<file path="src/design/uav_presence_vote_fusion_unit_macros.svh">
// ----------------------------------------------------------------------------
// uav presence vote fusion: assertion macros
// shared assertion forms, clocked on clk and disabled while arst_n is low
// ----------------------------------------------------------------------------
`ifndef UAV_PRESENCE_VOTE_FUSION_UNIT_MACROS_SVH
`define UAV_PRESENCE_VOTE_FUSION_UNIT_MACROS_SVH

// same-cycle implication
`define UPVF_ASSERT_NOW(lbl, ante, cons, msg) \
	lbl: assert property (@(posedge clk) disable iff (!arst_n) (ante) |-> (cons)) \
		else $error(msg);

// next-cycle implication
`define UPVF_ASSERT_NEXT(lbl, ante, cons, msg) \
	lbl: assert property (@(posedge clk) disable iff (!arst_n) (ante) |=> (cons)) \
		else $error(msg);

`endif

</file>
<file path="src/design/upvf_pkg.sv">
// ----------------------------------------------------------------------------
// upvf_pkg
// widths, register codes, reset values and shared types of the vote fusion
// ----------------------------------------------------------------------------
package upvf_pkg;

	localparam int CLS_W   = 4;
	localparam int CONF_W  = 8;
	localparam int CNT_W   = 7;
	localparam int SUM_W   = 14;
	localparam int MASK_W  = 16;
	localparam int LVL_W   = 2;
	localparam int CFG_IDX_W = 4;

	localparam int MAX_WINDOWS = 64;
	localparam int WIN_CAP_I   = (MAX_WINDOWS < 127) ? MAX_WINDOWS : 127;
	localparam logic [CNT_W-1:0] WIN_CAP = CNT_W'(WIN_CAP_I);
	localparam logic [SUM_W-1:0] SUM_MAX = {SUM_W{1'b1}};
	localparam logic [CONF_W-1:0] CONF_MAX = {CONF_W{1'b1}};

	// serial divider: one quotient bit per step
	localparam int DIV_STEPS = SUM_W;
	localparam int STEP_W    = $clog2(DIV_STEPS);

	// register reset values
	localparam logic [CONF_W-1:0] MIN_CONF_RST  = CONF_W'(128);
	localparam logic [CNT_W-1:0]  MIN_WIN_RST   = CNT_W'(3);
	localparam logic [MASK_W-1:0] UAV_MASK_RST  = MASK_W'(7);
	localparam logic [MASK_W-1:0] GND_MASK_RST  = MASK_W'(56);

	typedef enum logic [CFG_IDX_W-1:0] {
		REG_MIN_CONF = 4'd0,
		REG_MIN_WIN  = 4'd1,
		REG_UAV_MASK = 4'd2,
		REG_GND_MASK = 4'd3
	} cfg_reg_t;

	typedef enum logic [LVL_W-1:0] {
		LVL_NONE      = 2'd0,
		LVL_SUSPECT   = 2'd1,
		LVL_ENGINE    = 2'd2,
		LVL_CONFIRMED = 2'd3
	} level_t;

	typedef enum logic [1:0] {
		ST_IDLE,
		ST_DIV,
		ST_WAIT
	} state_t;

	typedef struct packed {
		logic              start;
		logic [SUM_W-1:0]  dividend;
		logic [CNT_W-1:0]  divisor;
	} div_req_t;

	typedef struct packed {
		logic              done;
		logic [SUM_W-1:0]  quotient;
	} div_rsp_t;

	// counts frozen at the closing word
	typedef struct packed {
		logic [CNT_W-1:0]  windows;
		logic [CNT_W-1:0]  uav;
		logic [CNT_W-1:0]  ground;
		logic              gate;
		logic [CONF_W-1:0] gate_score;
	} snap_t;

	typedef struct packed {
		logic [LVL_W-1:0]  presence_level;
		logic [CONF_W-1:0] fused_confidence;
		logic [CNT_W-1:0]  window_total;
		logic [CNT_W-1:0]  uav_count;
		logic [CNT_W-1:0]  ground_count;
		logic              gate_flag;
	} res_t;

endpackage

</file>
<file path="src/design/upvf_if.sv">
// ----------------------------------------------------------------------------
// upvf channel interfaces
// vote input, result output and register write channels, valid/ready each
// ----------------------------------------------------------------------------
interface upvf_vote_if;
	import upvf_pkg::*;

	logic              valid;
	logic              ready;
	logic              vote_present;
	logic [CLS_W-1:0]  class_code;
	logic [CONF_W-1:0] vote_confidence;
	logic              last_vote;
	logic              gate_present;
	logic [CONF_W-1:0] gate_confidence;

	modport source (output valid, vote_present, class_code, vote_confidence, last_vote,
		gate_present, gate_confidence, input ready);
	modport sink (input valid, vote_present, class_code, vote_confidence, last_vote,
		gate_present, gate_confidence, output ready);
endinterface

interface upvf_res_if;
	import upvf_pkg::*;

	logic              valid;
	logic              ready;
	logic [LVL_W-1:0]  presence_level;
	logic [CONF_W-1:0] fused_confidence;
	logic [CNT_W-1:0]  window_total;
	logic [CNT_W-1:0]  uav_count;
	logic [CNT_W-1:0]  ground_count;
	logic              gate_flag;

	modport source (output valid, presence_level, fused_confidence, window_total,
		uav_count, ground_count, gate_flag, input ready);
	modport sink (input valid, presence_level, fused_confidence, window_total,
		uav_count, ground_count, gate_flag, output ready);
endinterface

interface upvf_cfg_if;
	import upvf_pkg::*;

	logic                 valid;
	logic                 ready;
	logic [CFG_IDX_W-1:0] index;
	logic [MASK_W-1:0]    data;

	modport source (output valid, index, data, input ready);
	modport sink (input valid, index, data, output ready);
endinterface

</file>
<file path="src/design/upvf_div.sv">
// ----------------------------------------------------------------------------
// upvf_div
// restoring serial divider, one quotient bit per cycle, for the mean confidence
// ----------------------------------------------------------------------------
module upvf_div (
	input  logic               clk,
	input  logic               arst_n,
	input  upvf_pkg::div_req_t req,
	output upvf_pkg::div_rsp_t rsp
);
	import upvf_pkg::*;

	logic              busy_q;
	logic              done_q;
	logic [STEP_W-1:0] step_q;
	logic [CNT_W-1:0]  rem_q;
	logic [SUM_W-1:0]  quo_q;
	logic [CNT_W-1:0]  dsor_q;

	logic [CNT_W:0]    rem_sh;
	logic              ge;
	logic [CNT_W:0]    diff;
	logic              last_step;

	// quotient bits shift in where dividend bits shift out
	assign rem_sh    = {rem_q, quo_q[SUM_W-1]};
	assign ge        = rem_sh >= {1'b0, dsor_q};
	assign diff      = rem_sh - {1'b0, dsor_q};
	assign last_step = step_q == STEP_W'(DIV_STEPS - 1);

	always_ff @(posedge clk or negedge arst_n) begin
		if (!arst_n) begin
			busy_q <= 1'b0;
			done_q <= 1'b0;
			step_q <= '0;
		end else begin
			done_q <= busy_q && last_step;
			if (req.start) begin
				busy_q <= 1'b1;
				step_q <= '0;
			end else if (busy_q) begin
				step_q <= step_q + 1'b1;
				if (last_step) begin
					busy_q <= 1'b0;
				end
			end
		end
	end

	always_ff @(posedge clk) begin
		if (req.start) begin
			rem_q  <= '0;
			quo_q  <= req.dividend;
			dsor_q <= req.divisor;
		end else if (busy_q) begin
			rem_q <= ge ? diff[CNT_W-1:0] : rem_sh[CNT_W-1:0];
			quo_q <= {quo_q[SUM_W-2:0], ge};
		end
	end

	assign rsp.done     = done_q;
	assign rsp.quotient = quo_q;

endmodule

</file>
<file path="src/design/upvf_decide.sv">
// ----------------------------------------------------------------------------
// upvf_decide
// presence level and fused confidence from the frozen counts and the mean
// ----------------------------------------------------------------------------
module upvf_decide (
	input  upvf_pkg::snap_t                  snap,
	input  logic [upvf_pkg::SUM_W-1:0]       quotient,
	input  logic [upvf_pkg::CNT_W-1:0]       min_windows,
	output upvf_pkg::res_t                   res
);
	import upvf_pkg::*;

	logic [CONF_W-1:0] mean;
	logic [CNT_W+2:0]  need_x5;
	logic [CNT_W-1:0]  need;
	logic              enough;
	logic              uav_major;
	logic              gnd_major;
	logic              uav_pair;
	logic [CONF_W:0]   avg_sum;
	level_t            level;
	logic [CONF_W-1:0] fused;

	always_comb begin
		// mean is zero with no uav votes, clamped to a byte otherwise
		if (snap.uav == '0) begin
			mean = '0;
		end else if (quotient > SUM_W'(CONF_MAX)) begin
			mean = CONF_MAX;
		end else begin
			mean = quotient[CONF_W-1:0];
		end
	end

	// ceil(5w/8)
	assign need_x5   = {1'b0, snap.windows, 2'b00} + {3'b000, snap.windows} + (CNT_W+3)'(7);
	assign need      = need_x5[CNT_W+2:3];
	assign enough    = snap.windows >= min_windows;
	assign uav_major = enough && (snap.uav >= need);
	assign gnd_major = enough && (snap.ground >= need);
	assign uav_pair  = snap.uav >= CNT_W'(2);
	assign avg_sum   = {1'b0, snap.gate_score} + {1'b0, mean};

	always_comb begin
		priority if (uav_major) begin
			level = LVL_CONFIRMED;
			fused = (snap.gate_score > mean) ? snap.gate_score : mean;
		end else if (snap.gate && gnd_major) begin
			level = LVL_ENGINE;
			fused = snap.gate_score;
		end else if (snap.gate && uav_pair) begin
			level = LVL_CONFIRMED;
			fused = avg_sum[CONF_W:1];
		end else if (snap.gate) begin
			level = LVL_SUSPECT;
			fused = {1'b0, snap.gate_score[CONF_W-1:1]};
		end else if (uav_pair) begin
			level = LVL_SUSPECT;
			fused = {1'b0, mean[CONF_W-1:1]};
		end else begin
			level = LVL_NONE;
			fused = '0;
		end
	end

	assign res.presence_level   = level;
	assign res.fused_confidence = fused;
	assign res.window_total     = snap.windows;
	assign res.uav_count        = snap.uav;
	assign res.ground_count     = snap.ground;
	assign res.gate_flag        = snap.gate;

endmodule

</file>
<file path="src/design/uav_presence_vote_fusion_unit.sv">
// ----------------------------------------------------------------------------
// uav_presence_vote_fusion_unit
// Fuses a set of classifier votes and an acoustic gate outcome into a UAV
// presence level. Each vote word with vote_present set adds a window and,
// if its confidence reaches min_confidence, counts as a UAV vote (summing its
// confidence, saturating at 16383) or as a ground-engine vote, by the class
// masks. Windows beyond 64 are ignored. The word marked last_vote closes the
// set and is the only one whose gate fields are read; after it the counters
// start again from zero. The closing word keeps the input stalled while the
// bit-serial divider forms the mean UAV confidence and until the decision is
// loaded into the output register. Vote words keep flowing while a result
// waits in the output register; a second closing word is still taken, but
// the input then stays stalled until the earlier result has been taken and
// the new one loaded. Registers are written through the cfg channel, which
// is always ready, and are meant to change only while no set is in progress.
// ----------------------------------------------------------------------------
`include "uav_presence_vote_fusion_unit_macros.svh"

module uav_presence_vote_fusion_unit (
	input  logic clk,
	input  logic arst_n,
	upvf_cfg_if.sink    cfg,
	upvf_vote_if.sink   vote,
	upvf_res_if.source  result
);
	import upvf_pkg::*;

	// configuration registers
	logic [CONF_W-1:0] min_conf_q;
	logic [CNT_W-1:0]  min_win_q;
	logic [MASK_W-1:0] uav_mask_q;
	logic [MASK_W-1:0] gnd_mask_q;

	// running counts of the open set
	logic [CNT_W-1:0]  window_cnt_q;
	logic [CNT_W-1:0]  uav_cnt_q;
	logic [CNT_W-1:0]  gnd_cnt_q;
	logic [SUM_W-1:0]  uav_sum_q;

	logic [CNT_W-1:0]  window_cnt_nx;
	logic [CNT_W-1:0]  uav_cnt_nx;
	logic [CNT_W-1:0]  gnd_cnt_nx;
	logic [SUM_W-1:0]  uav_sum_nx;
	logic [SUM_W:0]    sum_wide;

	// frozen counts of the set being decided
	snap_t             snap_q;

	state_t            state_q;
	state_t            state_nx;

	logic              vote_acc;
	logic              close_acc;
	logic              res_load;
	logic              res_free;
	logic              counts;
	logic              qualifies;

	res_t              res_q;
	logic              res_valid_q;
	res_t              res_dec;

	div_req_t          div_req;
	div_rsp_t          div_rsp;

	// ------------------------------------------------------------------
	// register writes, always accepted
	// ------------------------------------------------------------------
	assign cfg.ready = 1'b1;

	always_ff @(posedge clk or negedge arst_n) begin
		if (!arst_n) begin
			min_conf_q <= MIN_CONF_RST;
			min_win_q  <= MIN_WIN_RST;
			uav_mask_q <= UAV_MASK_RST;
			gnd_mask_q <= GND_MASK_RST;
		end else if (cfg.valid) begin
			unique case (cfg.index)
				REG_MIN_CONF: min_conf_q <= cfg.data[CONF_W-1:0];
				REG_MIN_WIN:  min_win_q  <= cfg.data[CNT_W-1:0];
				REG_UAV_MASK: uav_mask_q <= cfg.data;
				REG_GND_MASK: gnd_mask_q <= cfg.data;
				default: ; // unused indexes are dropped
			endcase
		end
	end

	// ------------------------------------------------------------------
	// vote accumulation
	// ------------------------------------------------------------------
	assign vote_acc  = vote.valid && vote.ready;
	assign close_acc = vote_acc && vote.last_vote;

	// a vote counts as a window only while the window cap is not reached
	assign counts    = vote.vote_present && (window_cnt_q < WIN_CAP);
	assign qualifies = counts && (vote.vote_confidence >= min_conf_q);
	assign sum_wide  = {1'b0, uav_sum_q} + (SUM_W+1)'(vote.vote_confidence);

	always_comb begin
		window_cnt_nx = window_cnt_q;
		uav_cnt_nx    = uav_cnt_q;
		gnd_cnt_nx    = gnd_cnt_q;
		uav_sum_nx    = uav_sum_q;
		if (counts) begin
			window_cnt_nx = window_cnt_q + 1'b1;
		end
		// a class in both masks is taken as uav only
		if (qualifies && uav_mask_q[vote.class_code]) begin
			uav_cnt_nx = uav_cnt_q + 1'b1;
			uav_sum_nx = sum_wide[SUM_W] ? SUM_MAX : sum_wide[SUM_W-1:0];
		end else if (qualifies && gnd_mask_q[vote.class_code]) begin
			gnd_cnt_nx = gnd_cnt_q + 1'b1;
		end
	end

	always_ff @(posedge clk or negedge arst_n) begin
		if (!arst_n) begin
			window_cnt_q <= '0;
			uav_cnt_q    <= '0;
			gnd_cnt_q    <= '0;
			uav_sum_q    <= '0;
		end else if (close_acc) begin
			// set closes: counts move to the snapshot, a fresh set starts
			window_cnt_q <= '0;
			uav_cnt_q    <= '0;
			gnd_cnt_q    <= '0;
			uav_sum_q    <= '0;
		end else if (vote_acc) begin
			window_cnt_q <= window_cnt_nx;
			uav_cnt_q    <= uav_cnt_nx;
			gnd_cnt_q    <= gnd_cnt_nx;
			uav_sum_q    <= uav_sum_nx;
		end
	end

	always_ff @(posedge clk) begin
		if (close_acc) begin
			snap_q.windows    <= window_cnt_nx;
			snap_q.uav        <= uav_cnt_nx;
			snap_q.ground     <= gnd_cnt_nx;
			snap_q.gate       <= vote.gate_present;
			snap_q.gate_score <= vote.gate_present ? vote.gate_confidence : '0;
		end
	end

	// ------------------------------------------------------------------
	// mean confidence through the serial divider
	// ------------------------------------------------------------------
	assign div_req.start    = close_acc;
	assign div_req.dividend = uav_sum_nx;
	assign div_req.divisor  = uav_cnt_nx;

	upvf_div u_div (
		.clk    (clk),
		.arst_n (arst_n),
		.req    (div_req),
		.rsp    (div_rsp)
	);

	upvf_decide u_decide (
		.snap        (snap_q),
		.quotient    (div_rsp.quotient),
		.min_windows (min_win_q),
		.res         (res_dec)
	);

	// ------------------------------------------------------------------
	// sequencer
	// ------------------------------------------------------------------
	assign res_free = !res_valid_q || result.ready;

	always_comb begin
		state_nx = state_q;
		unique case (state_q)
			ST_IDLE: begin
				if (close_acc) begin
					state_nx = ST_DIV;
				end
			end
			ST_DIV: begin
				if (div_rsp.done) begin
					state_nx = res_free ? ST_IDLE : ST_WAIT;
				end
			end
			ST_WAIT: begin
				if (res_free) begin
					state_nx = ST_IDLE;
				end
			end
			default: state_nx = ST_IDLE;
		endcase
	end

	always_comb begin
		vote.ready = 1'b0;
		res_load   = 1'b0;
		unique case (state_q)
			ST_IDLE: vote.ready = 1'b1;
			ST_DIV:  res_load   = div_rsp.done && res_free;
			ST_WAIT: res_load   = res_free;
			default: ;
		endcase
	end

	always_ff @(posedge clk or negedge arst_n) begin
		if (!arst_n) begin
			state_q <= ST_IDLE;
		end else begin
			state_q <= state_nx;
		end
	end

	// ------------------------------------------------------------------
	// output register
	// ------------------------------------------------------------------
	always_ff @(posedge clk or negedge arst_n) begin
		if (!arst_n) begin
			res_valid_q <= 1'b0;
		end else if (res_load) begin
			res_valid_q <= 1'b1;
		end else if (result.ready) begin
			res_valid_q <= 1'b0;
		end
	end

	always_ff @(posedge clk) begin
		if (res_load) begin
			res_q <= res_dec;
		end
	end

	assign result.valid            = res_valid_q;
	assign result.presence_level   = res_q.presence_level;
	assign result.fused_confidence = res_q.fused_confidence;
	assign result.window_total     = res_q.window_total;
	assign result.uav_count        = res_q.uav_count;
	assign result.ground_count     = res_q.ground_count;
	assign result.gate_flag        = res_q.gate_flag;

	// ------------------------------------------------------------------
	// checks
	// ------------------------------------------------------------------
	`UPVF_ASSERT_NEXT(a_close_starts_div, close_acc, state_q == ST_DIV, "closing word did not start the divide")
	`UPVF_ASSERT_NOW(a_done_only_in_div, div_rsp.done, state_q == ST_DIV, "divider finished outside the divide state")
	`UPVF_ASSERT_NEXT(a_close_clears, close_acc, window_cnt_q == '0 && uav_cnt_q == '0 && gnd_cnt_q == '0 && uav_sum_q == '0, "counts not cleared after closing word")
	`UPVF_ASSERT_NEXT(a_taken_result_drops, result.valid && result.ready && !res_load, !result.valid, "taken result still shown")

endmodule
</file>
<file path="src/flat_wrapper.sv">
// flat-port wrapper written by rule: the top's interface ports become plain ports
module uav_presence_vote_fusion_unit_flat import upvf_pkg::*;
  (clk, arst_n, cfg_valid, cfg_index, cfg_data, cfg_ready, vote_valid, vote_vote_present, vote_class_code, vote_vote_confidence, vote_last_vote, vote_gate_present, vote_gate_confidence, vote_ready, result_valid, result_presence_level, result_fused_confidence, result_window_total, result_uav_count, result_ground_count, result_gate_flag, result_ready);
  upvf_cfg_if cfg_i ();
  upvf_vote_if vote_i ();
  upvf_res_if result_i ();
  input  logic clk;
  input  logic arst_n;
  input wire logic [$bits(cfg_i.valid)-1:0] cfg_valid;
  input wire logic [$bits(cfg_i.index)-1:0] cfg_index;
  input wire logic [$bits(cfg_i.data)-1:0] cfg_data;
  output wire logic [$bits(cfg_i.ready)-1:0] cfg_ready;
  input wire logic [$bits(vote_i.valid)-1:0] vote_valid;
  input wire logic [$bits(vote_i.vote_present)-1:0] vote_vote_present;
  input wire logic [$bits(vote_i.class_code)-1:0] vote_class_code;
  input wire logic [$bits(vote_i.vote_confidence)-1:0] vote_vote_confidence;
  input wire logic [$bits(vote_i.last_vote)-1:0] vote_last_vote;
  input wire logic [$bits(vote_i.gate_present)-1:0] vote_gate_present;
  input wire logic [$bits(vote_i.gate_confidence)-1:0] vote_gate_confidence;
  output wire logic [$bits(vote_i.ready)-1:0] vote_ready;
  output wire logic [$bits(result_i.valid)-1:0] result_valid;
  output wire logic [$bits(result_i.presence_level)-1:0] result_presence_level;
  output wire logic [$bits(result_i.fused_confidence)-1:0] result_fused_confidence;
  output wire logic [$bits(result_i.window_total)-1:0] result_window_total;
  output wire logic [$bits(result_i.uav_count)-1:0] result_uav_count;
  output wire logic [$bits(result_i.ground_count)-1:0] result_ground_count;
  output wire logic [$bits(result_i.gate_flag)-1:0] result_gate_flag;
  input wire logic [$bits(result_i.ready)-1:0] result_ready;
  assign cfg_i.valid = cfg_valid;
  assign cfg_i.index = cfg_index;
  assign cfg_i.data = cfg_data;
  assign cfg_ready = cfg_i.ready;
  assign vote_i.valid = vote_valid;
  assign vote_i.vote_present = vote_vote_present;
  assign vote_i.class_code = vote_class_code;
  assign vote_i.vote_confidence = vote_vote_confidence;
  assign vote_i.last_vote = vote_last_vote;
  assign vote_i.gate_present = vote_gate_present;
  assign vote_i.gate_confidence = vote_gate_confidence;
  assign vote_ready = vote_i.ready;
  assign result_valid = result_i.valid;
  assign result_presence_level = result_i.presence_level;
  assign result_fused_confidence = result_i.fused_confidence;
  assign result_window_total = result_i.window_total;
  assign result_uav_count = result_i.uav_count;
  assign result_ground_count = result_i.ground_count;
  assign result_gate_flag = result_i.gate_flag;
  assign result_i.ready = result_ready;
  uav_presence_vote_fusion_unit u_core (.clk(clk), .arst_n(arst_n), .cfg(cfg_i), .vote(vote_i), .result(result_i));
endmodule
</file>
<file path="config.mk">
export PLATFORM = sky130hd
export DESIGN_NAME = uav_presence_vote_fusion_unit_flat
export DESIGN_NICKNAME = d
export VERILOG_FILES = /design/src/design/upvf_pkg.sv /design/src/design/upvf_if.sv /design/src/design/upvf_div.sv /design/src/design/upvf_decide.sv /design/src/design/uav_presence_vote_fusion_unit.sv /design/src/flat_wrapper.sv
export VERILOG_INCLUDE_DIRS = /design/src /design/src/design
export SDC_FILE = /design/constraint.sdc
export NUM_CORES = 1
export LEC_CHECK = 0
export BUFFER_PORTS_ARGS = -buffer_cell sky130_fd_sc_hd__buf_2
export CAP_MARGIN = 20
export CELL_PAD_IN_SITES_DETAIL_PLACEMENT = 0
export CELL_PAD_IN_SITES_GLOBAL_PLACEMENT = 1
export CORE_MARGIN = 10
export CORE_UTILIZATION = 35
export DETAILED_ROUTE_END_ITERATION = 7
export PLACE_DENSITY = 0.72
export REMOVE_ABC_BUFFERS = 1
export SLEW_MARGIN = 30
export SYNTH_ARGS = -nofsm -noshare
export SYNTH_HDL_FRONTEND = slang
export SYNTH_SLANG_ARGS = --single-unit
</file>
<file path="constraint.sdc">
create_clock -name clk -period 3.4 [get_ports clk]
set_input_delay 0.17 -clock clk [delete_from_list [all_inputs] [get_ports clk]]
set_output_delay 0.17 -clock clk [all_outputs]
set_load 0.1 [all_outputs]
</file>
# Word level (Yosys, flattened, before mapping)
# Cells that the tools add are included.
dict set report word_totals {
  reg_bits 174
  input_bits 48
  out_inout_bits 35
  word_cells 128
}
dict set report classes {
  addsub 9
  magnitude_cmp 10
  n_eq_ne 9
  muxes 47
  n_reduce_logical 26
}
# operator n
set op_table {}
lappend op_table {{7-bit 2-to-1 mux} 13}
lappend op_table {{14-bit 2-to-1 mux} 6}
lappend op_table {{8-bit 2-to-1 mux} 6}
lappend op_table {{7-bit by 1-bit adder with 7-bit output (second input constant)} 3}
lappend op_table {{7-bit >= comparator} 3}
lappend op_table {{14-bit by 8-bit adder with 15-bit output} 1}
lappend op_table {{14-bit by 8-bit greater-than comparator with 1-bit output (second input constant)} 1}
lappend op_table {{1-bit logical AND} 12}
lappend op_table {{1-bit 2-to-1 mux} 12}
lappend op_table {{10-bit by 3-bit adder with 10-bit output (second input constant)} 1}
lappend op_table {{9-bit by 7-bit adder with 10-bit output} 1}
lappend op_table {{8-bit by 8-bit adder with 9-bit output} 1}
lappend op_table {{1-bit binary-select mux with 4-bit select} 2}
lappend op_table {{4-bit by 2-bit equality test with 1-bit output (second input constant)} 2}
lappend op_table {{8-bit by 7-bit >= comparator with 1-bit output} 1}
lappend op_table {{8-bit >= comparator} 1}
lappend op_table {{8-bit greater-than comparator} 1}
lappend op_table {{2-bit 2-to-1 mux} 4}
lappend op_table {{4-bit 2-to-1 mux} 2}
lappend op_table {{2-bit AND reduction} 4}
lappend op_table {{7-bit by 2-bit >= comparator with 1-bit output (second input constant)} 1}
lappend op_table {{7-bit logical NOT} 1}
lappend op_table {{7-bit < comparator (second input constant)} 1}
lappend op_table {{7-bit subtractor} 1}
lappend op_table {{other kinds (17)} 20}

# Longest topological paths before layout
dict set report logic_depth {
  word_depth 8
  ltp_mapped 17
  depth_no_buf 16
}

# By module
# From an unflattened synthesis, not the netlist that was laid out.
dict set report unflattened {
  hier_cells 987
  area_unflattened_um2 10894.2
}
# mod n_inst cells_each area_per_inst_um2 seq_area_each_um2
set by_module_without_submodules {}
lappend by_module_without_submodules {uav_presence_vote_fusion_unit 1 561 7120.6 4000.1}
lappend by_module_without_submodules {upvf_div 1 167 1915.6 920.9}
lappend by_module_without_submodules {upvf_decide 1 259 1858.0 0.0}

# Least setup slack after synthesis
# No wires, ideal clock.
dict set report synth_path {
  path_type {flip-flop to flip-flop}
  from {register u_core.snap_q[24] (netlist bit)}
  to {register u_core.res_q, in the netlist u_core.result.fused_confidence[0], data pin}
  setup_time_ps 167
  arrival_time_ps 3498
  t_required_ps 3233
  setup_slack_ps -265
  stages_incl_launch_ff 15
  n_path_buf 0
  period_less_slack_ps 3665
  cell_sequence {edfxtp_1 ha_1 ha_1 nor3_1 a211oi_2 xnor2_1 ha_1 a21o_1 a31oi_1 a21oi_1 a311o_1 o211ai_1 a21bo_2 mux2_4 a221oi_2}
}
# item line
set synth_rtl {}
lappend synth_rtl {{from (decl)} uav_presence_vote_fusion_unit.sv:47} ;# snap_t snap_q;
lappend synth_rtl {{to (signal assigned)} uav_presence_vote_fusion_unit.sv:228} ;# res_q <= res_dec;
lappend synth_rtl {{to (decl)} uav_presence_vote_fusion_unit.sv:59} ;# res_t res_q;

==> flow_summary.ini <==
[outcome]
outcome = finished, violations left
violations = negative setup slack

[placed_design]
port_buffers = 81
place_area_um2 = 11200
dp_hpwl_um = 18100
gp_congestion = 0.806

[critical_path]
required_ps = 3660
endpoint_kind = flip-flop
cp_max_fo = 8
startpoint_type = flip-flop
worstPathArrival_ps = 4100
path_class = flip-flop to flip-flop

[grt]
gr-total-overflow = 0
grt_pass1_vias = 7407
grt_max_degree = 75
grt_use_total = 0.135
grt_pass1_wl_um = 39400
antenna_found_initial = 1

[detailed_routing]
wirelength_um = 23900
final_antenna_net_count = 0
routed_via_density = 4.99
dr.pass1.iters = 4
num_vias = 7255
drc = 0
detail_route.wl_per_cell_um = 16.4
initialDrtViolationCount = 364

[synthesis]
synth_edf_count = 76
synth_cell_types = 74
netlist_instances = 922
synth-seq-cells = 174
synth-compound-area-share = 0.150
synth-simple-area-share = 0.119
synth_top_family_by_area = compound AO/OA/AOI/OAI gates
synth_fa_ha_area_frac = 0.102
synthXorXnorAreaFrac = 0.0348
ys_warn_count = 0
synth_ff_type = dfrtp_1
ys_async_sr_fraction = 0.523
syn_area_per_cell_um2 = 10.9
synth_area_um2 = 10100
synthMuxAreaShare = 0.0846
synth-seq-area-share = 0.468

[sta]
rsz0062_at_grt = yes
setup_viol = 10
fmax_mhz = 261
fin_ws_ps = -437
slew_violations = 0
holdWs_ps = 18.5
finalClockSkew_ps = 18.2
slew_headroom = 0.383
timing.final.crit_share = 1.13
period_minus_slack_ps = 3840
worstMarginPinSlew_ps = 923
fin_setup_tns_ps = -3620
finalHoldViolations = 0

[power]
powerDensity_nw_per_um2 = 636
p_sw_frac = 0.357
vdd_drop_max_mv = 0.345
power_frac_clock = 0.260
p_switching_uw = 2750
p_leak_uw = 0.00528
p_comb_frac = 0.358
seqPwrFrac = 0.382
intPower_uw = 4960

[clock_network]
clock_path_buffers = 2
cts.sinks = 174
cts_buffers = 17
clk_latency_ps = 440
cts_max_level = 4
root_buffer = clkbuf_16
tritoncts = done
clkTransAtPathRegs_ps = 70

[floorplan]
core-area_um2 = 28500
io_pins = 83
start_util = 0.353
die_x_um = 190
die_y_um = 190
die-area_um2 = 36000
row_count = 62

[final_layout]
fin_util = 0.424
antenna_cells = 0
area_growth_pct = 20.2
final_nets = 1185
final_area_um2 = 12100
drive_gt1_frac = 0.262

[min_path]
hold_class = input pin to flip-flop

[job]
max_cap_violations = 0
==> final cells by class <==
cell class                      instances  area, um^2
Sequential cell                       174        4710
Fill cell                            2781       16400
Clock inverter                         14         163
Multi-Input combinational cell        641        5050
Inverter                               71         267
Tap cell                              384         480
Timing Repair Buffer                  152        1010
Clock buffer                           18         439
==> critical path, stage by stage (launching register included) <==
cell      delay [ps]
edfxtp_1         390
ha_1             310
ha_1             330
nor3_2           180
a211oi_2          70
buf_4            140
buf_4            120
a221o_2          360
nand2_1          100
ha_1             240
nand2_1           70
nor4bb_1          60
a32o_1           240
or3_1            390
mux2_4           350
a221oi_2         300
==> layer usage <==
metal / wire length, um / up-vias / global-route usage
met5: 10 / - / 0
met4: 291 / 2 / 0.0375
met3: 804 / 22 / 0.0271
met2: 11300 / 101 / 0.221
met1: 11500 / 3498 / 0.179
li1: - / 3632 / -
==> synth_stat cells (all sizes together), types with 4 or more instances <==
cell type,n,area share
a211oi,6,0.0050
a21o,10,0.0075
a21oi,38,0.019
a221oi,8,0.012
a22o,19,0.017
a31oi,13,0.0081
a41oi,5,0.0043
and2,18,0.011
and3,9,0.0056
buf,8,0.0057
clkbuf,28,0.010
dfrtp,82,0.20
dfstp,9,0.023
dfxtp,7,0.014
edfxtp,76,0.23
ha,77,0.096
inv,70,0.026
mux2,47,0.053
mux2i,9,0.0089
mux4,10,0.022
nand2,66,0.025
nand2b,13,0.0081
nand3,23,0.013
nand4,5,0.0031
nor2,46,0.017
nor2b,14,0.0087
nor3,20,0.0099
nor4,4,0.0031
o21a,7,0.0052
o21ai,73,0.037
o31ai,11,0.0082
xnor2,25,0.022
xor2,15,0.013
==> what timing repair did <==
action,CTS,global route
setup endpoints to repair,10,10
pin swaps,16,14
hold endpoints to repair,83,0
hold buffers,10,0
resized for setup,6,14
buffers inserted,5,2
==> cell families after synthesis <==
family / after synthesis
xor+xnor: 40
compound gates: 220
mux: 66
other cells: 1
fa+ha+maj: 80
simple gates: 234
buf+inv: 107
flops: 174
==> per-stage QoR <==
stage,setup slack [ps],total power [uW],instances
floorplan,-399,4830,886
global placement,-409,5570,1406
detailed placement,-561,5640,1406
CTS,-476,7740,1452
global route,-641,8270,1454
finish,-437,7710,1454
==> power groups by stage <==
| stage | logic (uW) | registers (uW) | clock network, uW |
|---|---|---|---|
| after detailed placement | 2660 | 2990 | 0 |
| after CTS | 2730 | 2940 | 2070 |
| after global routing | 3140 | 2990 | 2140 |
| after floorplan | 1890 | 2940 | 0 |
| after global placement | 2600 | 2970 | 0 |
| final | 2760 | 2940 | 2000 |
==> sequential cells by signal, indices dropped and copies added, names as in the netlist, 8 cells and up <==
register                        cells
u_core.snap_q                      23
u_core.gnd_mask_q                  16
u_core.uav_mask_q                  16
u_core.u_div.quo_q                 14
u_core.uav_sum_q                   14
u_core.min_conf_q                   8
u_core.result.fused_confidence      8
==> cells in the final DEF (no fill, tap or decap), types with 11 or more instances in the layout <==
master     count
o21ai_0       61
a22o_1        19
buf_2         80
ha_1          75
nand2_1       65
edfxtp_1      76
and2_1        15
xor2_1        14
inv_1         68
nor2b_1       14
a21oi_1       38
nor3_1        14
buf_4         58
clkbuf_16     17
a31oi_1       12
dfrtp_1       82
o21ai_1       11
nand3_1       19
nand2b_1      13
nor2_1        44
o31ai_1       11
mux2_2        45
xnor2_1       25
==> path summary, 6_finish.rpt <==
| path | startpoint | endpoint | slack [ps] | cells after the start |
|---|---|---|---|---|
| min in group asynchronous | arst_n | u_core.uav_mask_q[14]$_DFFE_PN0P_ | 300 | 2 |
| max reg2reg | u_core.snap_q[24]$_DFFE_PP_ | u_core.result.fused_confidence[0]$_DFFE_PP_ | -440 | 15 |
| max | u_core.snap_q[24]$_DFFE_PP_ | u_core.result.fused_confidence[0]$_DFFE_PP_ | -440 | 15 |
| min | cfg_data[2] | u_core.min_conf_q[2]$_DFFE_PN0P_ | 20 | 3 |
| min reg2reg | u_core.u_div.rem_q[6]$_SDFFE_PP0P_ | u_core.u_div.rem_q[6]$_SDFFE_PP0P_ | 490 | 2 |
| max in group asynchronous | arst_n | u_core.result.valid$_DFFE_PN0P_ | 2320 | 3 |
(Power assumes the default switching activity.)
